==> config.mk <==
export PLATFORM = sky130hd
export DESIGN_NAME = brf_seq
export DESIGN_NICKNAME = d
export VERILOG_FILES = /design/src/sv/brf_pkg.sv /design/src/sv/brf_seq.sv
export SDC_FILE = /design/constraint.sdc
export NUM_CORES = 1
export LEC_CHECK = 0
export ABC_AREA = 1
export BUFFER_PORTS_ARGS = -buffer_cell sky130_fd_sc_hd__buf_2
export CAP_MARGIN = 20
export CORE_ASPECT_RATIO = 0.7
export CORE_UTILIZATION = 62
export CTS_CLUSTER_SIZE = 25
export DETAILED_ROUTE_END_ITERATION = 10
export GPL_TIMING_DRIVEN = 0
export PLACE_DENSITY = 0.95
export SLEW_MARGIN = 0
export SYNTH_ARGS = -nofsm -noshare
export SYNTH_HDL_FRONTEND = slang
export SYNTH_SLANG_ARGS = --single-unit
==> constraint.sdc <==
create_clock -name clk -period 9.8 [get_ports clk]
set_input_delay 1.47 -clock clk [delete_from_list [all_inputs] [get_ports clk]]
set_output_delay 1.47 -clock clk [all_outputs]
set_load 0.1 [all_outputs]
==> src/sv/brf_pkg.sv <==
package brf_pkg;

	localparam int DEPTH_DEF    = 1024;
	localparam int MAX_READ_DEF = 64;
	localparam int BYTE_W       = 8;
	localparam int REQ_W        = 7;
	localparam int IDX_W        = 10;

	typedef enum logic [1:0] {
		OP_WRITE = 2'd0,
		OP_READ  = 2'd1,
		OP_CLEAR = 2'd2,
		OP_FIND  = 2'd3
	} brf_op_t;

	typedef enum logic [1:0] {
		STAT_OK      = 2'd0,
		STAT_FULL    = 2'd1,
		STAT_EMPTY   = 2'd2,
		STAT_NOMATCH = 2'd3
	} brf_stat_t;

	typedef enum logic [1:0] {
		S_IDLE = 2'd0,
		S_READ = 2'd1,
		S_FIND = 2'd2
	} brf_state_t;

	typedef struct packed {
		logic [BYTE_W-1:0] read_byte;
		logic              byte_valid;
		logic              last;
		brf_stat_t         status;
		logic              match_found;
		logic [IDX_W-1:0]  match_index;
		logic [IDX_W-1:0]  used_count;
		logic [IDX_W-1:0]  free_count;
	} brf_res_t;

endpackage

==> src/sv/brf_seq.sv <==
module brf_seq import brf_pkg::*; #(
	parameter int DEPTH    = DEPTH_DEF,
	parameter int MAX_READ = MAX_READ_DEF,
	parameter int AW       = $clog2(DEPTH)
) (
	input  logic              clk,
	input  logic              arst_n,
	input  logic              in_valid,
	output logic              in_ready,
	input  logic [1:0]        opcode,
	input  logic [BYTE_W-1:0] data_byte,
	input  logic [REQ_W-1:0]  request_count,
	output logic              res_valid,
	input  logic              res_ready,
	output brf_res_t          res,
	output logic              wr_en,
	output logic [AW-1:0]     wr_addr,
	output logic [BYTE_W-1:0] wr_data,
	output logic              rd_en,
	output logic [AW-1:0]     rd_addr,
	input  logic [BYTE_W-1:0] rd_data
);

	localparam logic [AW-1:0] LAST = AW'(DEPTH - 1);
	localparam int            LW   = (AW > REQ_W) ? AW : REQ_W;

	brf_state_t        state_q, state_d;
	logic [AW-1:0]     rp_q, rp_d;
	logic [AW-1:0]     wp_q, wp_d;
	logic [AW-1:0]     fill_q, fill_d;
	logic [AW-1:0]     cnt_q, cnt_d;
	logic [AW-1:0]     scan_q, scan_d;
	logic [AW-1:0]     hit_q, hit_d;
	logic [BYTE_W-1:0] key_q, key_d;

	logic [REQ_W-1:0]  req_sat;
	logic [LW-1:0]     n_l;
	logic [AW-1:0]     n;
	logic              key_hit;

	function automatic logic [AW-1:0] ring_next(input logic [AW-1:0] p);
		return (p == LAST) ? '0 : p + 1'b1;
	endfunction

	always_comb begin
		req_sat = (request_count > REQ_W'(MAX_READ)) ? REQ_W'(MAX_READ) : request_count;
		n_l     = (LW'(req_sat) > LW'(fill_q)) ? LW'(fill_q) : LW'(req_sat);
		n       = AW'(n_l);
	end

	// The one byte comparator, shared by every step of a search.
	assign key_hit = (rd_data == key_q);

	assign wr_addr = wp_q;
	assign wr_data = data_byte;

	always_ff @(posedge clk or negedge arst_n) begin
		if (!arst_n) begin
			state_q <= S_IDLE;
			rp_q    <= '0;
			wp_q    <= '0;
			fill_q  <= '0;
		end else begin
			state_q <= state_d;
			rp_q    <= rp_d;
			wp_q    <= wp_d;
			fill_q  <= fill_d;
		end
	end

	always_ff @(posedge clk) begin
		cnt_q  <= cnt_d;
		scan_q <= scan_d;
		hit_q  <= hit_d;
		key_q  <= key_d;
	end

	always_comb begin
		state_d   = state_q;
		rp_d      = rp_q;
		wp_d      = wp_q;
		fill_d    = fill_q;
		cnt_d     = cnt_q;
		scan_d    = scan_q;
		hit_d     = hit_q;
		key_d     = key_q;
		in_ready  = 1'b0;
		res_valid = 1'b0;
		res       = '0;
		wr_en     = 1'b0;
		rd_en     = 1'b0;
		rd_addr   = rp_q;

		unique case (state_q)
			S_IDLE: begin
				in_ready = res_ready;
				if (in_valid && res_ready) begin
					unique case (brf_op_t'(opcode))
						OP_WRITE: begin
							res_valid = 1'b1;
							res.last  = 1'b1;
							if (fill_q == LAST) begin
								res.status = STAT_FULL;
							end else begin
								wr_en  = 1'b1;
								wp_d   = ring_next(wp_q);
								fill_d = fill_q + 1'b1;
							end
						end
						OP_READ: begin
							if (n == '0) begin
								res_valid  = 1'b1;
								res.last   = 1'b1;
								res.status = STAT_EMPTY;
							end else begin
								rd_en   = 1'b1;
								rp_d    = ring_next(rp_q);
								fill_d  = fill_q - n;
								cnt_d   = n - 1'b1;
								state_d = S_READ;
							end
						end
						OP_CLEAR: begin
							res_valid = 1'b1;
							res.last  = 1'b1;
							rp_d      = '0;
							wp_d      = '0;
							fill_d    = '0;
						end
						OP_FIND: begin
							if (fill_q == '0) begin
								res_valid  = 1'b1;
								res.last   = 1'b1;
								res.status = STAT_NOMATCH;
							end else begin
								rd_en   = 1'b1;
								hit_d   = rp_q;
								scan_d  = ring_next(rp_q);
								cnt_d   = fill_q - 1'b1;
								key_d   = data_byte;
								state_d = S_FIND;
							end
						end
						default: ;
					endcase
				end
			end
			S_READ: begin
				if (res_ready) begin
					res_valid      = 1'b1;
					res.read_byte  = rd_data;
					res.byte_valid = 1'b1;
					res.last       = (cnt_q == '0);
					if (cnt_q == '0) begin
						state_d = S_IDLE;
					end else begin
						rd_en = 1'b1;
						rp_d  = ring_next(rp_q);
						cnt_d = cnt_q - 1'b1;
					end
				end
			end
			S_FIND: begin
				if (key_hit) begin
					if (res_ready) begin
						res_valid       = 1'b1;
						res.last        = 1'b1;
						res.match_found = 1'b1;
						res.match_index = IDX_W'(hit_q);
						state_d         = S_IDLE;
					end
				end else if (cnt_q == '0) begin
					if (res_ready) begin
						res_valid  = 1'b1;
						res.last   = 1'b1;
						res.status = STAT_NOMATCH;
						state_d    = S_IDLE;
					end
				end else begin
					rd_en   = 1'b1;
					rd_addr = scan_q;
					hit_d   = scan_q;
					scan_d  = ring_next(scan_q);
					cnt_d   = cnt_q - 1'b1;
				end
			end
			default: begin
				state_d = S_IDLE;
			end
		endcase

		res.used_count = IDX_W'(fill_d);
		res.free_count = IDX_W'(LAST - fill_d);
	end

	logic [AW-1:0] ptr_span;
	assign ptr_span = (wp_q >= rp_q) ? (wp_q - rp_q) : AW'(DEPTH - int'(rp_q) + int'(wp_q));

	a_span_matches_fill: assert property (@(posedge clk) disable iff (!arst_n)
		(state_q == S_IDLE) |-> (ptr_span == fill_q))
		else $error("pointer distance disagrees with fill level");

	a_find_keeps_state: assert property (@(posedge clk) disable iff (!arst_n)
		(state_q == S_FIND) |=> ($stable(rp_q) && $stable(wp_q) && $stable(fill_q)))
		else $error("search changed the FIFO state");

	a_write_counts_up: assert property (@(posedge clk) disable iff (!arst_n)
		(in_valid && in_ready && opcode == OP_WRITE && fill_q != LAST)
		|=> (fill_q == $past(fill_q) + 1'b1))
		else $error("accepted write did not raise the fill level");

	a_push_has_room: assert property (@(posedge clk) disable iff (!arst_n)
		res_valid |-> res_ready)
		else $error("result pushed into a full output buffer");

endmodule

== Word-level counts from Yosys, hierarchy flattened ==
Cells that the tools add are included.
Widths: inputs -> output; s select.

* Bits in registers: 70
* Bits in latches: 0
* RAM bits: 0
* ROM bits: 0
* Input port bits: 29
* Output and inout bits: 75
* Logic and storage cells: 150
* Memories: 0

* Add/sub/neg operators: 9
* Multipliers: 0
* Divide/modulo/power cells: 0
* Magnitude comparators: 2
* Equality and inequality tests: 24
* Shift-type cells: 0
* Mux-type cells: 89
* Bitwise logic cells: 1
* Reduce and logical (&&, ||, !) cells: 17

{| class="wikitable"
|+ Operator list
! cell !! number
|-
| $mux 10 || 33
|-
| $pmux 10 s2 || 6
|-
| $pmux 10 s3 || 2
|-
| $add 10x1->10 const B || 4
|-
| $eq 10x10->1 const B || 4
|-
| $mux 11 || 3
|-
| $logic_not 10->1 || 3
|-
| $sub 10x1->10 const B || 3
|-
| $mux 1 || 19
|-
| $mux 2 || 9
|-
| $ne 2x2->1 const B || 8
|-
| $mux 3 || 5
|-
| $pmux 1 s3 || 5
|-
| $reduce_and 7->1 || 2
|-
| $pmux 2 s3 || 2
|-
| $reduce_and 6->1 || 2
|-
| $gt 7x10->1 || 1
|-
| $sub 10x10->10 || 1
|-
| $sub 10x10->10 const A || 1
|-
| $mux 9 || 1
|-
| $ne 3x3->1 const B || 3
|-
| $eq 8x8->1 || 1
|-
| $pmux 2 s2 || 2
|-
| $reduce_and 4->1 || 2
|-
| other kinds (13) || 20
|}

== Depth between registers and ports, before layout ==
Gate-level depths: netlist of run 1.

* Word-level depth: 10
* Gate-level depth with buffers: 31
* Gate-level depth less buffers: 30

== Worst setup path before layout of run 1 ==
OpenSTA, ideal clock, no wires.

* Kind: input to output
* Start: input port request_count[2]
* End: output port res[18] (netlist bit)
* Data arrival time: 5590 ps
* Data required time: 8330 ps
* Slack: 2740 ps
* Stages on the path: 29
* Buffers on the path: 1
* Cell sequence: inv_1 nand4_1 nand2_1 nand2_1 inv_1 ha_1 nand2_1 nor2_1 nand3_1 nand3_2 nand2_2 buf_6 nand2_1 nand2_2 inv_1 ha_1 inv_1 fa_1 nand3_1 nand3_1 a21oi_1 o21ai_0 nand2_1 nand3_1 nand2_1 nand4_1 nand3_1 nand2_1 inv_1

{| class="wikitable"
|+ RTL lines
! what !! RTL line !! source
|-
| from (decl) || brf_seq.sv:12 || <nowiki>input logic [REQ_W-1:0] request_count,</nowiki>
|-
| to (decl) || brf_seq.sv:15 || <nowiki>output brf_res_t res,</nowiki>
|}

==> results of run 1 <==
## final cells by class
cell class	instances	share of cell area, %
Clock inverter	3	0.301
Multi-Input combinational cell	589	45.8
Inverter	126	7.18
Buffer	29	2.78
Timing Repair Buffer	105	8.00
Tap cell	120	2.25
Clock buffer	13	4.55
Sequential cell	70	29.2
## cells in the mapped netlist, drive strengths merged (5+ instances only)
master	instances	area, um2
a21oi	32	160
buf	15	115
clkbuf	13	58.8
dfrtp	32	801
edfxtp	38	1140
ha	25	313
inv	126	478
nand2	226	896
nand3	57	320
nand4	26	169
nor2	100	393
nor3	14	81.3
o21ai	49	245
o22ai	7	43.8
o31ai	5	37.5
or2	10	62.6
xnor2	6	52.6
xor2	12	105
## stage by stage
step                instances  area [um2]  hold WS, ns  util, %
floorplan                 814        5640        0.442        -
global placement         1036        6300        0.454     72.8
detailed placement       1039        6340        0.480     73.2
CTS                      1055        6660        0.491     77.0
global route             1055        6660        0.522     77.0
finish                   1055        6660        0.490     77.0
## routing by layer
metal	routed length [um]	GRT usage, %
met4	530	15.6
met3	2370	12.7
met1	6450	45.6
met2	6580	52.6
met5	0	0
## state kept, by name, summed over array words and instances (netlist names)
register and count:
rp_q 10, key_q 8, fill_q 10, state_q 2
wr_addr 10, cnt_q 10, scan_q 10, hit_q 10
## cell families after synthesis
kind of cell | synth area share (%)
adder cells (fa/ha/maj) | 5.90
XOR/XNOR | 2.79
AND/OR/NAND/NOR | 35.2
flip-flops | 34.4
buffers and inverters | 11.8
multiplexers | 0.177
AO/OA/AOI/OAI | 9.78
## tightest hold or removal path: stages, from the launching register on
cell     delay, ns
dfrtp_1       0.35
nand2_1       0.06
nand2_1       0.05
## final timing paths
path / end / slack [ns]
worst max-delay path: res[18] / 3.00
worst min-delay path: rp_q[3] / 0.49
worst max register to register: fill_q[8] / 6.04
worst min register to register: rp_q[3] / 0.49
max in group asynchronous: rp_q[8] / 8.06
min in group asynchronous: fill_q[8] / 1.22
==> impl_metrics.py, run 1 <==
metrics = {
    "drt": {
        "route.detailed.drc": 0,
        "vias": 6011,
        "first_pass_iters": 6,
        "avgViaCountPerCell": 5.70,
        "ant_nets": 0,
        "drt_iter0_drc": 850,
        "routedWlPerCell_um": 15.1,
        "drt_wl_total_um": 15900,
    },
    "setup_path": {
        "critical_path_class": "in2out",
        "reg2reg_from": "fill_q[3]",
        "crit_start": "request_count[0]",
        "max_stage_delay_ns": 0.43,
        "critPathSlowestCell": "buf_2",
        "worst_path_most_repeated_cell": "nand2_1",
        "critical_path_arrival_ns": 5.33,
        "start_kind": "input pin",
        "path_depth": 31,
        "rr_worst_depth": 25,
        "cp_data_required_time_ns": 8.33,
        "path_buf_inv": 7,
        "endpoint_kind": "output pin",
        "critical_path.top_delay_family": "simple AND/OR/NAND/NOR gates",
        "worst-path-max-fanout": 10,
    },
    "layout": {
        "area_delta_synth_final_pct": 18.1,
        "final_nets": 985,
        "final_common_cell": "nand2_1",
        "final_cell_mix": "nand2_1 (209), inv_1 (123), buf_2 (104)",
        "antenna_cells": 0,
        "multi_input_area_um2": 3050,
        "layout-drive-gt1-share_pct": 19.0,
        "nFillCells": 603,
        "seq_area_um2": 1940,
    },
    "status": {
        "status": "finished clean",
    },
    "clock_tree": {
        "clock_sinks": 70,
        "cts_hold_buf": 0,
        "cts-buffers-inserted": 9,
        "ctsResizeCount": 0,
        "clkTransAtPathRegs_ns": 0.05,
        "tritoncts": "done",
        "insertion_delay_ns": 0.34,
        "clock_path_buffers": 2,
        "cts_setup_buffers": 0,
        "cts_root_buf": "clkbuf_16",
        "h-tree-depth": 3,
    },
    "sta": {
        "setup_viol_count_final": 0,
        "tns_ns": 0,
        "min_period_over_period_pct": 69.4,
        "finalMaxSlewViolations": 0,
        "slew_headroom_pct": 45.7,
        "finClkSkew_ns": 0.00486,
        "worst_pin_slew_ns": 0.815,
        "setup_ws_ns": 3.00,
        "hold_viol": 0,
        "max_freq_mhz": 147,
        "rsz0062_at_grt": "no",
        "finalCriticalPeriod_ns": 6.80,
    },
    "run": {
        "max_cap_violations": 0,
    },
    "floorplan": {
        "die_area_um2": 9490,
        "dieHeight_um": 81.8,
        "ios": 104,
        "num_rows": 28,
        "core_um2": 8650,
        "fp.dieW_um": 116,
        "start_util_pct": 65.2,
    },
    "global_route": {
        "gr-total-overflow": 0,
        "antenna_found_initial": 0,
        "globalRouteTotalUtil_pct": 35.1,
        "grt_max_degree": 33,
        "grt_pass1_vias": 5250,
        "grt_pass1_wl_um": 24900,
    },
    "place": {
        "io_buffer_count": 102,
        "globalplace.congestion": 1.03,
        "pre_cts_slack_ns": 3.11,
        "dp_hpwl_um": 11900,
    },
    "yosys": {
        "synth_edf_count": 38,
        "syn-num-nets": 869,
        "synth-seq-cells": 70,
        "syn_area_per_cell_um2": 6.93,
        "syn_area_um2": 5640,
        "yosys.cell_types.count": 44,
        "syn_inst": 814,
        "yosys_warnings": 0,
        "synthFlopType": "edfxtp_1",
        "synthArstFlopShare_pct": 45.7,
        "seq_area_frac_synth_pct": 34.4,
    },
    "min_path": {
        "min_path_type": "reg2reg",
        "holdPathStages": 2,
        "hold_path.startpoint": "rp_q[3]",
    },
}
Power of run 1 is left out: the tool's default activity adds up to more than one toggle a clock period on the data nets, which glitch-free logic cannot reach.
==> inputs of run 2 (changes only) <==
--- a/config.mk
+++ b/config.mk
@@ -5,15 +5,15 @@
 export SDC_FILE = /design/constraint.sdc
 export NUM_CORES = 1
 export LEC_CHECK = 0
-export ABC_AREA = 1
+export ABC_AREA = 0
 export BUFFER_PORTS_ARGS = -buffer_cell sky130_fd_sc_hd__buf_2
 export CAP_MARGIN = 20
 export CORE_ASPECT_RATIO = 0.7
-export CORE_UTILIZATION = 62
+export CORE_UTILIZATION = 51
 export CTS_CLUSTER_SIZE = 25
 export DETAILED_ROUTE_END_ITERATION = 10
 export GPL_TIMING_DRIVEN = 0
-export PLACE_DENSITY = 0.95
+export PLACE_DENSITY = 0.88
 export SLEW_MARGIN = 0
 export SYNTH_ARGS = -nofsm -noshare
 export SYNTH_HDL_FRONTEND = slang
==> constraint.sdc (replaced) <==
create_clock -name clk -period 6 [get_ports clk]
set_input_delay 0.9 -clock clk [delete_from_list [all_inputs] [get_ports clk]]
set_output_delay 0.9 -clock clk [all_outputs]
set_load 0.1 [all_outputs]
==> run 2 against run 1 <==
  * Final cell count shrank 20%
  * Sequential share of layout area rose by 1.0 points
  * Non-clock buffer count increased by 8
  * Sequential cell count unchanged
==> impl_metrics.py, run 2 <==
metrics = {
    "drt": {
        "avgViaCountPerCell": 6.19,
        "first_pass_iters": 6,
        "routedWlPerCell_um": 17.9,
        "drt_iter0_drc": 632,
        "vias": 5233,
        "drt_wl_total_um": 15100,
        "route.detailed.drc": 0,
        "ant_nets": 0,
    },
    "setup_path": {
        "worst-path-max-fanout": 10,
        "crit_start": "request_count[6]",
        "endpoint_kind": "output pin",
        "start_kind": "input pin",
        "reg2reg_from": "fill_q[3]",
        "critical_path_arrival_ns": 4.92,
        "critical_path_class": "in2out",
        "regToRegSetupSlack_ns": 1.47,
        "cp_data_required_time_ns": 5.10,
    },
    "floorplan": {
        "core_um2": 9910,
        "num_rows": 30,
        "fp.dieW_um": 124,
        "start_util_pct": 53.5,
        "die_area_um2": 10800,
        "dieHeight_um": 87.3,
        "ios": 104,
    },
    "yosys": {
        "synth_fa_ha_area_share_pct": 6.27,
        "synth_top_family_by_area": "simple AND/OR/NAND/NOR gates",
        "yosysMostFrequentCell": "nand2_1",
        "syn_area_per_cell_um2": 8.90,
        "synth_top_area_share_pct": 21.5,
        "synthSimpleGateAreaFrac_pct": 22.6,
        "synth_area_leaders": "edfxtp_1 (22%), dfrtp_1 (15%), ha_1 (5.9%), o21ai_0 (4.5%), mux2_2 (4.5%)",
        "synthXorXnorAreaFrac_pct": 5.45,
        "syn-num-nets": 651,
        "syn_inst": 596,
        "synth_compound_area_share_pct": 17.2,
        "synthArstFlopShare_pct": 45.7,
        "synth_edf_count": 38,
        "seq_area_frac_synth_pct": 36.6,
        "yosys.cell_types.count": 67,
        "synth-seq-cells": 70,
        "synthFlopType": "edfxtp_1",
        "netlist_top_cells_count": "nand2_1 (54), o21ai_0 (48), edfxtp_1 (38)",
        "yosys.area.top_type": "edfxtp_1",
        "synth_mux_area_share_pct": 6.72,
        "syn_area_um2": 5310,
        "yosys_warnings": 0,
    },
    "sta": {
        "hold_viol": 0,
        "setup_viol_count_final": 0,
        "worst_pin_slew_ns": 0.780,
        "whs_ns": 0.526,
        "max_freq_mhz": 172,
        "finalMaxSlewViolations": 0,
        "min_period_over_period_pct": 97.1,
        "rsz0062_at_grt": "no",
        "slew_headroom_pct": 47.5,
        "finClkSkew_ns": 0.00573,
        "finalCriticalPeriod_ns": 5.82,
    },
    "layout": {
        "area_delta_synth_final_pct": 21.2,
        "nFillCells": 780,
        "antenna_cells": 0,
        "final_cell_mix": "buf_2 (98), nand2_1 (54), o21ai_0 (44)",
        "final_cell_count_no_fill": 845,
        "final_common_cell": "buf_2",
        "layout-drive-gt1-share_pct": 24.4,
        "final_nets": 767,
    },
    "clock_tree": {
        "clock_sinks": 70,
        "cts_root_buf": "clkbuf_16",
        "cts-buffers-inserted": 9,
        "h-tree-depth": 3,
        "tritoncts": "done",
        "clkTransAtPathRegs_ns": 0.06,
        "clock_path_buffers": 2,
        "insertion_delay_ns": 0.34,
    },
    "global_route": {
        "grt_pass1_wl_um": 24000,
        "globalRouteTotalUtil_pct": 29.0,
        "grt_max_degree": 33,
        "antenna_found_initial": 0,
        "grt_pass1_vias": 4756,
        "gr-total-overflow": 0,
    },
    "place": {
        "dpl.cell_count": 828,
        "globalplace.congestion": 1.00,
        "io_buffer_count": 102,
        "dp_hpwl_um": 11400,
    },
    "power_and_ir_drop": {
        "p_leak_nw": 2.80,
        "swShare_pct": 56.5,
        "p_switching_mw": 2.17,
        "p_comb_share_pct": 64.1,
        "p_per_area_nw_per_um2": 597,
        "sequentialPowerShare_pct": 21.9,
        "p_int_mw": 1.67,
        "p_clk_share_pct": 14.1,
        "peakVddDrop_mv": 0.538,
    },
    "status": {
        "status": "finished clean",
    },
    "min_path": {
        "hold_path.startpoint": "wr_addr[4]",
        "min_path_type": "reg2reg",
    },
    "run": {
        "max_cap_violations": 0,
    },
}
## run 2: cell count changes after synthesis, sizes merged, moves of 22 or more
cell | previous run | this run
and2 | 0 | 23
inv | 126 | 25
nand2 | 226 | 54
nand3 | 57 | 22
nand4 | 26 | 4
nor2 | 100 | 36
## run 2: final timing paths
path	cells after the start	endpoint
worst max-delay path	17	res[9]
worst min-delay path	1	wr_addr[4]
worst max register to register	17	fill_q[9]
worst min register to register	1	wr_addr[4]
max in group asynchronous	1	state_q[0]
min in group asynchronous	1	fill_q[2]
## run 2: cell families after synthesis
family          Yosys count
compound gates          142
xor+xnor                 33
fa+ha+maj                26
buf+inv                  62
flops                    70
mux                      33
simple gates            230
## run 2: power by group through the flow
stage,Clock [mW],Combinational (mW),Sequential [mW]
floorplan,0,1.87,0.870
global placement,0,2.29,0.826
detailed placement,0,2.36,0.831
CTS,0.549,2.41,0.827
global route,0.569,2.60,0.857
finish,0.541,2.46,0.840
## run 2: stage by stage
stage,area (um2),power (mW),utilization [%],setup TNS (ns),setup slack (ns)
2_1_floorplan,5330,2.74,-,-0.204,-0.204
3_3_place_gp,6000,3.12,60.5,-0.920,-0.399
3_5_place_dp,6020,3.19,60.8,-1.99,-0.556
4_1_cts,6380,3.78,64.4,0,0.0931
5_1_grt,6430,4.02,64.9,0,0.0184
6_report,6430,3.84,64.9,0,0.177
## run 2: final cells by class
| type | count | area (um2) | share of cell area, % |
|---|---|---|---|
| sequential | 70 | 1940 | 30.2 |
| clock inverter | 6 | 60.1 | 0.934 |
| timing repair buffer | 106 | 571 | 8.87 |
| buffer | 36 | 184 | 2.86 |
| tap | 128 | 160 | 2.49 |
| multi-input combinational | 464 | 3180 | 49.5 |
| clock buffer | 10 | 239 | 3.72 |
| inverter | 25 | 93.8 | 1.46 |
## run 2: repair_timing
item | CTS | global route
endpoints found under the setup margin | 9 | 6
pin swaps | 1 | 1
resized for setup | 17 | 13
buffers inserted | 1 | 1
hold buffers | 0 | 0
## run 2: worst max-delay path, cell delays in order
cell      delay [ns]
clkbuf_4        0.22
nor2b_2         0.09
ha_1            0.34
nand4_1         0.15
o21bai_1        0.23
a31oi_4         0.18
buf_6           0.19
mux2i_4         0.30
ha_1            0.27
nor2b_1         0.13
o21ai_0         0.25
a21oi_1         0.13
o21ai_1         0.19
a21oi_1         0.14
or4_1           0.52
a311oi_2        0.40
buf_6           0.28
## run 2: per-layer routing
layer | wire [um] | vias to the layer above | global-route usage, % | part of all wire (%)
li1 | - | 2408 | - | -
met1 | 6680 | 2477 | 40.6 | 44
met2 | 6630 | 309 | 43.1 | 44
met3 | 1530 | 39 | 8.64 | 10
met4 | 310 | 0 | 8.23 | 2.0
met5 | 0 | - | 0 | 0
Note: power is estimated with default switching activity, not from simulation.
==> inputs of run 3 (changes only) <==
--- a/config.mk
+++ b/config.mk
@@ -7,13 +7,13 @@
 export LEC_CHECK = 0
 export ABC_AREA = 0
 export BUFFER_PORTS_ARGS = -buffer_cell sky130_fd_sc_hd__buf_2
-export CAP_MARGIN = 20
+export CELL_PAD_IN_SITES_DETAIL_PLACEMENT = 0
+export CELL_PAD_IN_SITES_GLOBAL_PLACEMENT = 1
 export CORE_ASPECT_RATIO = 0.7
-export CORE_UTILIZATION = 51
+export CORE_UTILIZATION = 38
 export CTS_CLUSTER_SIZE = 25
 export DETAILED_ROUTE_END_ITERATION = 10
-export GPL_TIMING_DRIVEN = 0
-export PLACE_DENSITY = 0.88
+export PLACE_DENSITY = 0.87
 export SLEW_MARGIN = 0
 export SYNTH_ARGS = -nofsm -noshare
 export SYNTH_HDL_FRONTEND = slang
==> run 3 against run 2 <==
  * Clock skew fell by 0.00078 ns
  * Sequential share of layout area rose by 0.28 points
  * Die area rose by 34%
  * Total power rose by 0.25%
  * Register-to-register slack improved by 0.10 ns
==> impl_metrics.py, run 3 (synthesis results as in run 2) <==
metrics = {
    "place": {
        "globalplace.congestion": 0.945,
        "io_buffer_count": 103,
        "dpl.cell_count": 854,
        "dpl-instance-area_um2": 6010,
        "pre_cts_slack_ns": 0.132,
        "dp_hpwl_um": 11300,
    },
    "global_route": {
        "gr-total-overflow": 0,
        "globalRouteTotalUtil_pct": 20.8,
        "grt_pass1_wl_um": 23200,
        "antenna_found_initial": 0,
        "grt_pass1_vias": 4569,
        "grt_max_degree": 33,
    },
    "layout": {
        "nFillCells": 1292,
        "antenna_cells": 0,
        "final_cell_count_no_fill": 871,
        "stdcell_area_um2": 6370,
        "final_cell_mix": "buf_2 (98), nand2_1 (54), o21ai_0 (45)",
        "final_common_cell": "buf_2",
        "layout-drive-gt1-share_pct": 23.6,
        "area_delta_synth_final_pct": 20.1,
        "final_nets": 736,
    },
    "sta": {
        "hold_viol": 0,
        "finalCriticalPeriod_ns": 5.77,
        "max_freq_mhz": 173,
        "slew_headroom_pct": 19.7,
        "rsz0062_at_grt": "no",
        "setup_ws_ns": 0.228,
        "finClkSkew_ns": 0.00496,
        "min_period_over_period_pct": 96.2,
        "tns_ns": 0,
        "worst_pin_slew_ns": 1.20,
        "finalMaxSlewViolations": 0,
        "setup_viol_count_final": 0,
    },
    "clock_tree": {
        "h-tree-depth": 3,
        "clock_path_buffers": 2,
        "cts_hold_buf": 0,
        "clock_sinks": 70,
        "cts-buffers-inserted": 9,
        "clkTransAtPathRegs_ns": 0.06,
        "insertion_delay_ns": 0.33,
        "cts_root_buf": "clkbuf_16",
        "tritoncts": "done",
    },
    "drt": {
        "route.detailed.drc": 0,
        "ant_nets": 0,
        "first_pass_iters": 5,
        "vias": 4929,
        "avgViaCountPerCell": 5.66,
        "drt_iter0_drc": 309,
        "routedWlPerCell_um": 16.8,
        "drt_wl_total_um": 14700,
    },
    "power_and_ir_drop": {
        "peakVddDrop_mv": 0.344,
        "p_per_area_nw_per_um2": 605,
        "p_leak_nw": 2.74,
        "totalPowerFinal_mw": 3.85,
    },
    "status": {
        "status": "finished clean",
    },
    "setup_path": {
        "cp_data_required_time_ns": 5.10,
        "critical_path_arrival_ns": 4.87,
        "start_kind": "input pin",
        "worst-path-max-fanout": 10,
        "endpoint_kind": "output pin",
        "critical_path_class": "in2out",
    },
    "floorplan": {
        "dieHeight_um": 101,
        "ios": 104,
        "core_um2": 13400,
        "fp.dieW_um": 143,
        "die_area_um2": 14400,
        "num_rows": 35,
        "start_util_pct": 39.6,
    },
    "min_path": {
        "min_path_type": "reg2reg",
    },
    "run": {
        "max_cap_violations": 0,
    },
}
-- run 3: changes by cell type in the layout (fill, tap and decap cells not counted), moves of 3 or more --
cell / delta
buf_12: +4
buf_4: -7
buf_6: -3
clkbuf_1: -21
nor2b_1: +4
nor2b_4: -3
-- run 3: stage by stage --
step                utilization (%)  hold slack [ns]
finish                         47.5            0.525
global route                   47.5            0.556
CTS                            47.3            0.530
detailed placement             44.9            0.520
global placement               44.9            0.499
floorplan                         -            0.510
-- run 3: power breakdown --
| part | total [mW] | internal, mW | switching [mW] | leakage (nW) |
|---|---|---|---|---|
| clock network | 0.578 | 0.374 | 0.204 | 0.156 |
| logic | 2.42 | 0.656 | 1.76 | 1.81 |
| registers | 0.854 | 0.698 | 0.155 | 0.771 |
-- run 3: path summary, 6_finish.rpt --
path                                   from          to  slack, ns  depth (start not counted)
setup reg to reg                  fill_q[3]   fill_q[9]       1.57                         15
max in group asynchronous            arst_n     rp_q[9]       4.85                          1
min in group asynchronous            arst_n   fill_q[8]       0.65                          1
setup / recovery           request_count[6]     res[19]       0.23                         17
hold / removal                   wr_addr[5]  wr_addr[5]       0.53                          1
hold reg to reg                  wr_addr[5]  wr_addr[5]       0.53                          1
-- run 3: timing repair --
item,4_1_cts,5_1_grt
buffers inserted,0,1
setup endpoints to repair,0,6
gates resized for setup,0,10
-- run 3: metal layers --
metal / vias up / GRT usage (%) / part of all wire, %
met3: 17 / 5.46 / 7.5
met4: 0 / 5.16 / 1.1
met2: 207 / 31.0 / 43
met5: - / 0 / 0
li1: 2335 / - / -
met1: 2370 / 29.8 / 48
-- run 3: critical path: stages --
cell	delay [ns]
buf_2	0.20
nor2b_1	0.11
ha_1	0.34
nand4_1	0.15
o21bai_1	0.24
a31oi_4	0.30
mux2i_2	0.32
ha_1	0.27
nor2b_1	0.13
o21ai_0	0.23
a21oi_1	0.14
o21ai_0	0.21
a21oi_1	0.17
or4_4	0.48
nor4_4	0.20
a311o_1	0.25
buf_12	0.20
-- run 3: cell type report --
type | count | area, um2 | area share, %
clock buffers | 10 | 239 | 3.75
clock inverters | 6 | 85.1 | 1.34
inverters | 25 | 93.8 | 1.47
multi-input cells | 464 | 3140 | 49.3
flip-flops and latches | 70 | 1940 | 30.5
well taps | 185 | 231 | 3.63
repair buffers | 111 | 638 | 10.0
